### config.mk
export PLATFORM = sky130hd
export DESIGN_NAME = lidar_crc16_stream
export DESIGN_NICKNAME = d
export VERILOG_FILES = /design/src/sv/lcrc_pkg.sv /design/src/sv/lcrc_core.sv /design/src/sv/lcrc_out_reg.sv /design/src/sv/lidar_crc16_stream.sv
export SDC_FILE = /design/constraint.sdc
export NUM_CORES = 1
export LEC_CHECK = 0
export ABC_AREA = 1
export BUFFER_PORTS_ARGS = -buffer_cell sky130_fd_sc_hd__buf_2
export CAP_MARGIN = 20
export CORE_ASPECT_RATIO = 0.5
export CORE_MARGIN = 1.5
export CORE_UTILIZATION = 40
export CTS_CLUSTER_DIAMETER = 100
export DETAILED_ROUTE_END_ITERATION = 12
export PLACE_DENSITY = 0.71
export SYNTH_ARGS = -nofsm -noshare
export SYNTH_HDL_FRONTEND = slang
export SYNTH_SLANG_ARGS = --single-unit
### constraint.sdc
create_clock -name clk -period 3.93 [get_ports clk]
set_input_delay 0.1965 -clock clk [delete_from_list [all_inputs] [get_ports clk]]
set_output_delay 0.1965 -clock clk [all_outputs]
set_load 0.01 [all_outputs]
### src/sv/lcrc_pkg.sv
// Shared types, constants and the per-byte check update for the telegram checksum.
// No dependencies.
package lcrc_pkg;

    localparam int unsigned CHECK_W = 16;
    localparam int unsigned BYTE_W  = 8;

    localparam logic [CHECK_W-1:0] POLY_RESET     = 16'h8005;
    localparam logic [CHECK_W-1:0] CHECK_TOP_BIT  = 16'h8000;
    localparam logic [CHECK_W-1:0] CHECK_LOW_MASK = 16'h7fff;

    typedef struct packed {
        logic               valid;
        logic [CHECK_W-1:0] value;
    } lcrc_result_t;

    function automatic logic [CHECK_W-1:0] check_advance(
        input logic [CHECK_W-1:0] check,
        input logic [BYTE_W-1:0]  cur,
        input logic [BYTE_W-1:0]  prev,
        input logic [CHECK_W-1:0] poly
    );
        logic [CHECK_W-1:0] shifted;
        shifted = (check & CHECK_LOW_MASK) << 1;
        if ((check & CHECK_TOP_BIT) != '0)
        begin
            shifted = shifted ^ poly;
        end
        return shifted ^ {prev, cur};
    endfunction

endpackage

### src/sv/lcrc_core.sv
// Running check value, previous byte and polynomial register.
// Depends on lcrc_pkg.
module lcrc_core
    import lcrc_pkg::*;
(
    input  logic               clk,
    input  logic               rst_n,
    input  logic               cfg_wr_en,
    input  logic [CHECK_W-1:0] cfg_wr_data,
    input  logic               accept,
    input  logic [BYTE_W-1:0]  data_byte,
    input  logic               first_byte,
    input  logic               last_byte,
    output lcrc_result_t       result
);

    logic [CHECK_W-1:0] poly_reg;
    logic [CHECK_W-1:0] check_reg;
    logic [CHECK_W-1:0] check_next;
    logic [BYTE_W-1:0]  prev_reg;
    logic [CHECK_W-1:0] check_base;
    logic [BYTE_W-1:0]  prev_base;

    always_comb
    begin
        check_base = first_byte ? '0 : check_reg;
        prev_base  = first_byte ? '0 : prev_reg;
        check_next = check_advance(check_base, data_byte, prev_base, poly_reg);
    end

    always_ff @(posedge clk or negedge rst_n)
    begin
        if (!rst_n)
        begin
            poly_reg  <= POLY_RESET;
            check_reg <= '0;
            prev_reg  <= '0;
        end
        else
        begin
            if (cfg_wr_en)
            begin
                poly_reg <= cfg_wr_data;
            end
            if (accept)
            begin
                check_reg <= check_next;
                prev_reg  <= data_byte;
            end
        end
    end

    assign result.valid = accept && last_byte;
    assign result.value = check_next;

    a_prev_tracks_byte: assert property (@(posedge clk) disable iff (!rst_n)
        accept |=> prev_reg == $past(data_byte))
        else $error("previous byte not updated on item");

    a_idle_holds_check: assert property (@(posedge clk) disable iff (!rst_n)
        !accept |=> $stable(check_reg) && $stable(prev_reg))
        else $error("check state moved without an item");

    a_result_only_on_last: assert property (@(posedge clk) disable iff (!rst_n)
        result.valid |-> accept && last_byte)
        else $error("result raised without last item");

endmodule

### src/sv/lcrc_out_reg.sv
// Output holding register for check values, with ready feedback to the input side.
// Depends on lcrc_pkg.
module lcrc_out_reg
    import lcrc_pkg::*;
(
    input  logic               clk,
    input  logic               rst_n,
    input  lcrc_result_t       push,
    output logic               room,
    output logic               out_valid,
    input  logic               out_ready,
    output logic [CHECK_W-1:0] check_value
);

    logic               valid_reg;
    logic               valid_next;
    logic [CHECK_W-1:0] value_reg;

    assign room = !valid_reg || out_ready;

    always_comb
    begin
        valid_next = valid_reg;
        if (out_ready)
        begin
            valid_next = 1'b0;
        end
        if (push.valid)
        begin
            valid_next = 1'b1;
        end
    end

    always_ff @(posedge clk or negedge rst_n)
    begin
        if (!rst_n)
        begin
            valid_reg <= 1'b0;
        end
        else
        begin
            valid_reg <= valid_next;
        end
    end

    always_ff @(posedge clk)
    begin
        if (push.valid)
        begin
            value_reg <= push.value;
        end
    end

    assign out_valid   = valid_reg;
    assign check_value = value_reg;

    a_no_overwrite: assert property (@(posedge clk) disable iff (!rst_n)
        push.valid |-> room)
        else $error("result pushed over a pending item");

    a_push_shows: assert property (@(posedge clk) disable iff (!rst_n)
        push.valid |=> valid_reg && value_reg == $past(push.value))
        else $error("pushed result not presented");

    a_drain: assert property (@(posedge clk) disable iff (!rst_n)
        valid_reg && out_ready && !push.valid |=> !valid_reg)
        else $error("taken item not dropped");

endmodule

### src/sv/lidar_crc16_stream.sv
// Streaming 16-bit telegram checksum, one byte per item.
// Check value is registered: valid in the cycle after the item marked last is accepted.
// Throughput: one item per cycle while the output register holds no pending result, or the
// pending result is taken in the same cycle; otherwise in_ready drops and input stalls.
// Reset: check value and previous byte clear to zero, polynomial to 0x8005.
// Depends on lcrc_pkg, lcrc_core, lcrc_out_reg.
module lidar_crc16_stream
    import lcrc_pkg::*;
(
    input  logic               clk,
    input  logic               rst_n,
    input  logic               cfg_wr_en,
    input  logic [CHECK_W-1:0] cfg_wr_data,
    input  logic               in_valid,
    output logic               in_ready,
    input  logic [BYTE_W-1:0]  data_byte,
    input  logic               first_byte,
    input  logic               last_byte,
    output logic               out_valid,
    input  logic               out_ready,
    output logic [CHECK_W-1:0] check_value
);

    logic         room;
    logic         accept;
    lcrc_result_t result;

    assign in_ready = room;
    assign accept   = in_valid && room;

    lcrc_core u_core (
        .clk         (clk),
        .rst_n       (rst_n),
        .cfg_wr_en   (cfg_wr_en),
        .cfg_wr_data (cfg_wr_data),
        .accept      (accept),
        .data_byte   (data_byte),
        .first_byte  (first_byte),
        .last_byte   (last_byte),
        .result      (result)
    );

    lcrc_out_reg u_out (
        .clk         (clk),
        .rst_n       (rst_n),
        .push        (result),
        .room        (room),
        .out_valid   (out_valid),
        .out_ready   (out_ready),
        .check_value (check_value)
    );

endmodule

==> results of run 1 <==
per-layer routing:
layer / up-vias / track usage, % / routed length (um)
met5: - / 0 / 0
met4: 0 / 5.680 / 52
met3: 6 / 7.685 / 446
met2: 70 / 30.39 / 2765
met1: 978 / 21.70 / 2691
li1: 1038 / - / -
final cells by class:
cell class | count | area share, %
timing repair buffer | 49 | 7.469
sequential | 57 | 45.53
tap | 88 | 3.320
inverter | 19 | 2.150
clock buffer | 9 | 6.790
multi-input combinational | 201 | 31.46
clock inverter | 7 | 3.282
where the power goes:
| group | internal [mW] | switching [mW] |
|---|---|---|
| Combinational | 0.132 | 0.179 |
| Clock | 0.612 | 0.262 |
| Sequential | 0.707 | 0.0781 |
cell families after synthesis:
group	count (synthesis)
and+or+nand+nor	167
buffers and inverters	30
AOI/OAI and AO/OA	11
xor gates and xnor gates	7
DFF	57
muxes	16
cell usage in the layout, fill, tap and decap left out, types with 4 or more instances in the layout:
master	count
nand3_1	25
edfxtp_1	16
xor2_1	4
or2_2	4
and2_1	4
mux2_2	16
nand2_1	112
o21ai_0	7
nand2_2	7
buf_2	48
clkbuf_16	9
dfrtp_1	38
inv_1	17
nand4_1	10
worst paths after layout:
check | from | end | depth (start not counted)
hold / removal | rst_n | u_core.poly_reg[1] | 1
setup reg to reg | u_out.out_valid | u_out.check_value[15] | 4
min in group clk | cfg_wr_data[6] | u_core.poly_reg[6] | 2
hold reg to reg | u_core.check_reg[7] | u_core.check_reg[7] | 2
setup / recovery | u_out.out_valid | u_out.check_value[15] | 4
max in group asynchronous | rst_n | u_out.out_valid | 1
per-stage QoR:
stage,instance area (um^2),hold slack (ns),setup WS (ns)
6_report,3317,0.003367,1.504
5_1_grt,3317,0.07540,1.370
4_1_cts,3317,0.03107,1.551
3_5_place_dp,2983,0.3807,1.592
3_3_place_gp,2983,0.3823,1.658
2_1_floorplan,2698,-0.09909,1.917
==> run metrics, run 1 <==
critical path capture point type=register; worst min-delay path class=input port to asynchronous set/reset pin; CTS Buf Count=9; Synth Instances=288; flops & latches, synth=57; clock buffer depth=2; TNS Setup=0 ns; warnings from Yosys=0; pwr dens=~590 nW/um^2; n_diodes=0; CP Launch Type=register; # fillers=544; PostCTS Resize Cnt=0; DR WL/cell=~14 um; Async S/R FF share, synth=a little under three quarters; row count=20; WP data required=3.95 ns; Global Route Usage Sum=between 10% and 20%; simple logic cell fraction of the synthesized area=around 27%; # setup viols final=0; DRT antenna net count=0; worst setup skew after layout=roughly 0.0054 ns; pin count of the biggest net entering global routing=42; commonest register cell after synthesis=dfrtp_1; clock sinks=between 50 and 60; VDD IR-drop max=roughly 0.22 mV; initial antenna violation count=0; crit-path max FO=31; Hold Fails Final Rpt=0; Mean Syn Cell Area=9.367 um^2; CP max stage cell=a21oi_4; fraction of final layout cells sized beyond drive strength 1=between 20% and 30%; max incr delay on CP=roughly 0.51 ns; Post-route DRC=0; status=finished clean; TritonCTS clock tree=yes; FF/Latch Area=between 1500 and 2000 um^2; worst slew pin tran=~0.91 ns; EDFF count, synth=16; placed instance count=414; post-synth top area share=around a third; multi-input logic area=~1000 um^2; final WL=5.954 mm; cts hold-fix bufs=0; CP arrival=between 2 and 2.5 ns; Buffers & Inverters on Critical Path=2; DIE AREA=slightly above 7000 um^2; total grt overflow=0; Leak Pwr=between 1.5 and 2 nW; slew margin rel.=between 30% and 40%; later-pin clock latency in the skew report=between 0.3 and 0.4 ns; I/O pin count=between 40 and 50; Final Cycle Share=between 60% and 70%; cell with the most instances after synthesis=nand2_1; Finished Layout Cells=430; largest family of logic cells by synthesized area=simple AND/OR/NAND/NOR gates; clock-pin slew on the worst setup and hold paths=roughly 0.050 ns; post-CTS setup buffer count=0; final slew viol count=0; Root Buffer=clkbuf_16; syn_nets=319; Final #Nets=around 370; Initial Util=between 40% and 50%; synthesis-to-layout area growth=22.96%; Post-Synth XOR/XNOR Area=between 2 and 2.5%; Critical Path, Cell by Cell=a21oi_4, inv_2, nor2_1, buf_4; sequential area share after synthesis=~56%; Core ar.=between 6000 and 7000 um^2; Die X-Extent=around 120 um; r2r setup slk=about 1.5 ns; H-tree Lvls=3; area of the mapped netlist=approximately 2700 um^2; DRT iter0 DRCs=~130; Synth area leader=dfrtp_1; Post-synth top cells=nand2_1 (112), dfrtp_1 (38), nand3_1 (25), inv_1 (17); final core occ=52.81%; total power draw=slightly below 2 mW; multiplexer area fraction after synthesis=under 10%; Tmin final=between 2 and 2.5 ns; Post-DP HPWL=between 3 and 4 mm; vias per inst=a little under 5; WS Path Type=register to register; via count=~2.1k; dominant cells by area after synthesis=dfrtp_1 (35%), edfxtp_1 (18%), nand2_1 (16%); MaxCap Viol Count=0; height of the die=~61 um; Synth Area in Compound Gates=under 10%; vias in the first global route=~2.0k; # port buffers=48; Synth Area in Adders=0%; first-pass GRT wire length=about 9.5 mm; Unique masters post-synth=24; RSZ-0062 raised after global routing=no; fmax=0.4121 GHz; family with the most delay on the worst path=buffers and inverters; TritonRoute pass-1 iters=4; RePlAce Congestion=0.7732
Power figures use the tool's default switching activity.
==> inputs of run 2 (changes only) <==
--- a/config.mk
+++ b/config.mk
@@ -13,7 +13,7 @@
 export CORE_UTILIZATION = 40
 export CTS_CLUSTER_DIAMETER = 100
 export DETAILED_ROUTE_END_ITERATION = 12
-export PLACE_DENSITY = 0.71
+export PLACE_DENSITY = 0.73
 export SYNTH_ARGS = -nofsm -noshare
 export SYNTH_HDL_FRONTEND = slang
 export SYNTH_SLANG_ARGS = --single-unit
==> constraint.sdc (replaced) <==
create_clock -name clk -period 2.1 [get_ports clk]
set_input_delay 0.105 -clock clk [delete_from_list [all_inputs] [get_ports clk]]
set_output_delay 0.105 -clock clk [all_outputs]
set_load 0.01 [all_outputs]
==> run metrics, run 2 (same netlist as run 1, synthesis figures left out) <==
Leak Pwr=between 1.5 and 2 nW; TritonCTS clock tree=yes; total grt overflow=0; status=finished clean; DRT iter0 DRCs=between 150 and 200; DR WL/cell=approximately 14 um; TritonRoute pass-1 iters=4; I/O pin count=~50; RSZ-0062 raised after global routing=no; CP arrival=between 1.5 and 2 ns; cts hold-fix bufs=1; initial antenna violation count=0; placed instance count=418; worst slew pin tran=roughly 0.54 ns; Final Cycle Share=about three quarters; via count=2151; WP data required=between 2 and 2.5 ns; Post-DP HPWL=~4.3 mm; Root Buffer=clkbuf_16; Post-route DRC=0; CP Launch Type=register; MaxCap Viol Count=0; worst reg2reg endpoint=u_out.check_value[2]; later-pin clock latency in the skew report=0.31 ns; first-pass GRT wire length=about 9.7 mm; RePlAce Congestion=0.8171; clock-pin slew on the worst setup and hold paths=around 0.05 ns; synthesis-to-layout area growth=22.12%; DRT antenna net count=0; row count=20; Critical R2R Launch=u_out.out_valid; crit-path max FO=31; GRT met3 Usage=around 5.5%; Initial Util=42.95%; height of the die=roughly 60 um; n_diodes=0; fmax=0.6407 GHz; M2 GR Usage=roughly 32%; worst setup skew after layout=0.005276 ns; clock buffer depth=2; WS Path Type=register to register; met1 GRT Util=20.44%; slew margin rel.=roughly 64%; CTS Buf Count=9; TNS Setup=0 ns; Critical Path End=u_out.check_value[2]; VDD IR-drop max=0.4654 mV; Final #Nets=approximately 370; vias per inst=4.945; Hold Fails Final Rpt=0; busiest grt layer=met2; final slew viol count=0; post-CTS setup buffer count=0; PostCTS Resize Cnt=0; vias in the first global route=between 2k and 2.5k; most frequent cells in the layout=nand2_1 (112), buf_2 (48), dfrtp_1 (38); fraction of final layout cells sized beyond drive strength 1=28.24%; Finished Layout Cells=approximately 440; most common cell after layout, fill and taps aside=nand2_1; Global Route Usage Sum=17.84%; worst setup path start=u_out.out_valid; Core ar.=between 6000 and 7000 um^2; Tmin final=1.561 ns; Hold Slack=0.02084 ns; critical path capture point type=register; pwr dens=approximately 1000 nW/um^2; cell count of the worst reg-to-reg path=4; # setup viols final=0; # port buffers=48; pin count of the biggest net entering global routing=33; clock sinks=57; H-tree Lvls=3; final WL=around 6.1 mm; DIE AREA=between 7000 and 8000 um^2; Die X-Extent=about 120 um; r2r setup slk=approximately 0.54 ns; worst min-delay path class=input port to register; final core occ=52.45%
==> run 2: changes by cell type in the layout (fill, tap and decap cells not counted) <==
| cell | before | now |
|---|---|---|
| clkbuf_1 | 0 | 5 |
| clkinv_2 | 3 | 0 |
| clkinv_1 | 1 | 0 |
| bufinv_16 | 3 | 0 |
| buf_4 | 1 | 5 |
| dlygate4sd3_1 | 0 | 1 |
| clkbuf_8 | 0 | 2 |
==> run 2: cell type report <==
| type | count | area, um^2 |
|---|---|---|
| tap | 88 | 110.1 |
| sequential | 57 | 1510 |
| clock buffer | 16 | 271.5 |
| fill | 556 | 2987 |
| multi-input combinational | 201 | 1044 |
| timing repair buffer | 54 | 287.8 |
| inverter | 19 | 71.32 |
==> run 2: worst min-delay path by stage <==
stage                               end  cells past startpoint  slack [ns]           start
floorplan           u_core.check_reg[0]                      0       -0.19           rst_n
global placement    u_core.check_reg[1]                      1       -0.04           rst_n
detailed placement  u_core.check_reg[1]                      1       -0.03           rst_n
CTS                  u_core.poly_reg[0]                      2        0.01  cfg_wr_data[0]
global route         u_core.poly_reg[6]                      2        0.01  cfg_wr_data[6]
finish               u_core.poly_reg[0]                      2        0.02  cfg_wr_data[0]
==> run 2: through the flow <==
step / setup slack [ns] / total power, mW / instance area, um^2
floorplan: 0.08696 / 1.894 / 2698
global placement: 0.5765 / 2.037 / 3013
detailed placement: 0.5355 / 2.082 / 3013
CTS: 0.5298 / 3.398 / 3294
global route: 0.4423 / 3.559 / 3294
finish: 0.5393 / 3.378 / 3294
==> run 2: worst max-delay path, stage by stage, from the launching register on <==
cell and delay [ns]:
dfrtp_1 0.41, a21oi_4 0.18, inv_2 0.22, nor2_1 0.15, buf_4 0.27
==> run 2: power breakdown <==
group	internal, mW	leakage, nW	switching, mW	total [mW]
registers	1.33	0.645	0.127	1.45
clock network	0.862	0.131	0.438	1.30
logic	0.259	0.855	0.367	0.626
total	2.45	1.63	0.932	3.38
==> run 2: routing by layer <==
| layer | vias up | share of wire [%] |
|---|---|---|
| met5 | - | 0 |
| met4 | 0 | 0.93 |
| met3 | 6 | 5.0 |
| met2 | 57 | 50 |
| met1 | 1045 | 44 |
| li1 | 1043 | - |
==> inputs of run 3 (changes only) <==
--- a/config.mk
+++ b/config.mk
@@ -5,7 +5,7 @@
 export SDC_FILE = /design/constraint.sdc
 export NUM_CORES = 1
 export LEC_CHECK = 0
-export ABC_AREA = 1
+export ABC_AREA = 0
 export BUFFER_PORTS_ARGS = -buffer_cell sky130_fd_sc_hd__buf_2
 export CAP_MARGIN = 20
 export CORE_ASPECT_RATIO = 0.5
@@ -13,7 +13,7 @@
 export CORE_UTILIZATION = 40
 export CTS_CLUSTER_DIAMETER = 100
 export DETAILED_ROUTE_END_ITERATION = 12
-export PLACE_DENSITY = 0.73
+export PLACE_DENSITY = 0.7
 export SYNTH_ARGS = -nofsm -noshare
 export SYNTH_HDL_FRONTEND = slang
 export SYNTH_SLANG_ARGS = --single-unit
==> constraint.sdc (replaced) <==
create_clock -name clk -period 1.6 [get_ports clk]
set_input_delay 0.08 -clock clk [delete_from_list [all_inputs] [get_ports clk]]
set_output_delay 0.08 -clock clk [all_outputs]
set_load 0.01 [all_outputs]
==> run metrics, run 3 <==
status=finished clean; row count=21; WS Path Type=register to register; DIE AREA=~7600 um^2; total grt overflow=0; pwr dens=1381 nW/um^2; critical path capture point type=register; post-route setup slack=between 0.09 and 0.1 ns; TritonCTS clock tree=yes; Unique masters post-synth=25; Initial Util=about two fifths; slew margin rel.=between 60% and 70%; syn_nets=approximately 250; final slew viol count=0; Synth area leader=dfrtp_1; worst setup skew after layout=between 0.003 and 0.004 ns; first-pass GRT wire length=a little over 10 mm; total power draw=~5.0 mW; cell with the most instances after synthesis=dfrtp_1; CTS Buf Count=9; Synth Instances=215; DR WL/cell=between 15 and 20 um; clock-pin slew on the worst setup and hold paths=roughly 0.05 ns; post-synth top area share=33.64%; WP data required=approximately 1.7 ns; total number of cells along the worst setup path=3; max incr delay on CP=approximately 0.55 ns; fmax=0.6633 GHz; vias per inst=between 5 and 6; Root Buffer=clkbuf_16; fraction of final layout cells sized beyond drive strength 1=roughly 38%; most common cell after layout, fill and taps aside=buf_2; pin count of the biggest net entering global routing=39; H-tree Lvls=3; Area after DPL=about 3200 um^2; Mean Syn Cell Area=between 10 and 15 um^2; flops & latches, synth=57; RePlAce Congestion=about 0.76; # setup viols final=0; DRT iter0 DRCs=roughly 140; TNS Setup=0 ns; family with the most delay on the worst path=simple AND/OR/NAND/NOR gates; worst slew pin tran=about 0.45 ns; cell count of the worst reg-to-reg path=3; CP max stage cell=dfstp_2; Hold Fails Final Rpt=0; sequential area share after synthesis=around 53%; Setup WS pre-CTS=about 0.1 ns; VDD IR-drop max=roughly 0.6 mV; CP arrival=1.58 ns; crit-path max FO=5; area of the mapped netlist=around 2800 um^2; vias in the first global route=between 2k and 2.5k; Final Cycle Share=between 90% and 100%; DRT antenna net count=0; Global Route Usage Sum=between 15 and 20%; final non-filler cell area=between 3000 and 4000 um^2; CP Launch Type=register; dominant cells by area after synthesis=dfrtp_1 (34%), edfxtp_1 (17%), mux2_2 (12%); Critical Path, Cell by Cell=or4bb_1, o211ai_1, nand2_1; commonest register cell after synthesis=dfrtp_1; # fillers=560; I/O pin count=around 50; MaxCap Viol Count=0; clock buffer depth=2; via count=1986; Post-route DRC=0; Post-DP HPWL=~4 mm; clock sinks=57; worst min-delay path class=input port to register; Die X-Extent=about 120 um; Buffers & Inverters on Critical Path=0; warnings from Yosys=0; Leak Pwr=~1.6 nW; WHS Path Cells=2; height of the die=around 62 um; EDFF count, synth=16; post-CTS setup buffer count=0; synthesis-to-layout area growth=28.11%; # port buffers=48; TritonRoute pass-1 iters=4; Core ar.=roughly 6800 um^2; Post-synth top cells=dfrtp_1 (38), mux2_2 (30), edfxtp_1 (16), a21oi_1 (15); initial antenna violation count=0; later-pin clock latency in the skew report=around 0.32 ns; Hold Slack=approximately 0.0026 ns; most frequent cells in the layout=buf_2 (48), dfrtp_1 (38), mux2_2 (30); Async S/R FF share, synth=a little under three quarters; final WL=between 6 and 7 mm; PostCTS Resize Cnt=0; Final #Nets=~320; RSZ-0062 raised after global routing=no; Tmin final=~1.5 ns; n_diodes=0
run 3: cell count changes after synthesis, sizes merged, moves of 9 or more:
cell | before | now
inv | 19 | 0
mux2 | 16 | 41
a21oi | 2 | 15
o21ai | 9 | 0
nand3 | 25 | 0
nand2 | 119 | 9
nand4 | 10 | 0
run 3: final timing paths:
kind / start / end / slack [ns]
setup / recovery: u_core.poly_reg[2] / u_out.check_value[2] / 0.09
hold / removal: data_byte[0] / u_core.prev_reg[0] / 0.003
setup reg to reg: u_core.poly_reg[2] / u_out.check_value[2] / 0.09
hold reg to reg: u_core.prev_reg[3] / u_core.prev_reg[3] / 0.51
max in group asynchronous: rst_n / u_core.poly_reg[2] / 0.77
min in group asynchronous: rst_n / u_core.check_reg[6] / 0.23
run 3: through the flow:
stage / cells / utilization (%)
final: 381 / 53.62
after global routing: 381 / 53.62
after CTS: 381 / 53.62
after detailed placement: 349 / 47.19
after global placement: 349 / 47.19
after floorplan: 215 / -
run 3: layout make-up:
class	instances	area [um^2]	area share, %
repair buffers	74	513.0	14.17
well taps	92	115.1	3.179
multi-input cells	142	1209	33.38
clock inverters	4	17.52	0.4838
clock buffers	12	256.5	7.084
flip-flops and latches	57	1510	41.71
run 3: report_power, final:
group	internal, mW	switching (mW)
clock	1.11	0.626
combinational	0.706	0.560
sequential	1.80	0.196
run 3: repair_timing:
item | 4_1_cts | 5_1_grt
endpoints found under the setup margin | 0 | 0
hold endpoints to repair | 29 | 0
hold buffers | 16 | 0
run 3: cells by family (layout without fill, tap and decap cells):
family / Yosys count / in the layout / synth area share (%)
xor+xnor: 9 / 9 / 2.789
mux: 41 / 41 / 16.87
flops: 57 / 57 / 53.43
compound gates: 43 / 43 / 10.71
simple gates: 49 / 49 / 12.35
buf+inv: 16 / 90 / 3.851
run 3: worst reg2reg max path: stages, from the launching register on:
cell and delay [ns]:
dfstp_2 0.55, or4bb_1 0.49, o211ai_1 0.14, nand2_1 0.08
run 3: routing by layer:
layer  vias up  routed length [um]  global-route usage (%)
met4         0                  50                   6.471
met5         -                   0                       0
met3         6                 335                   6.296
li1        934                   -                       -
met1       992                2874                   23.30
met2        54                2825                   27.88
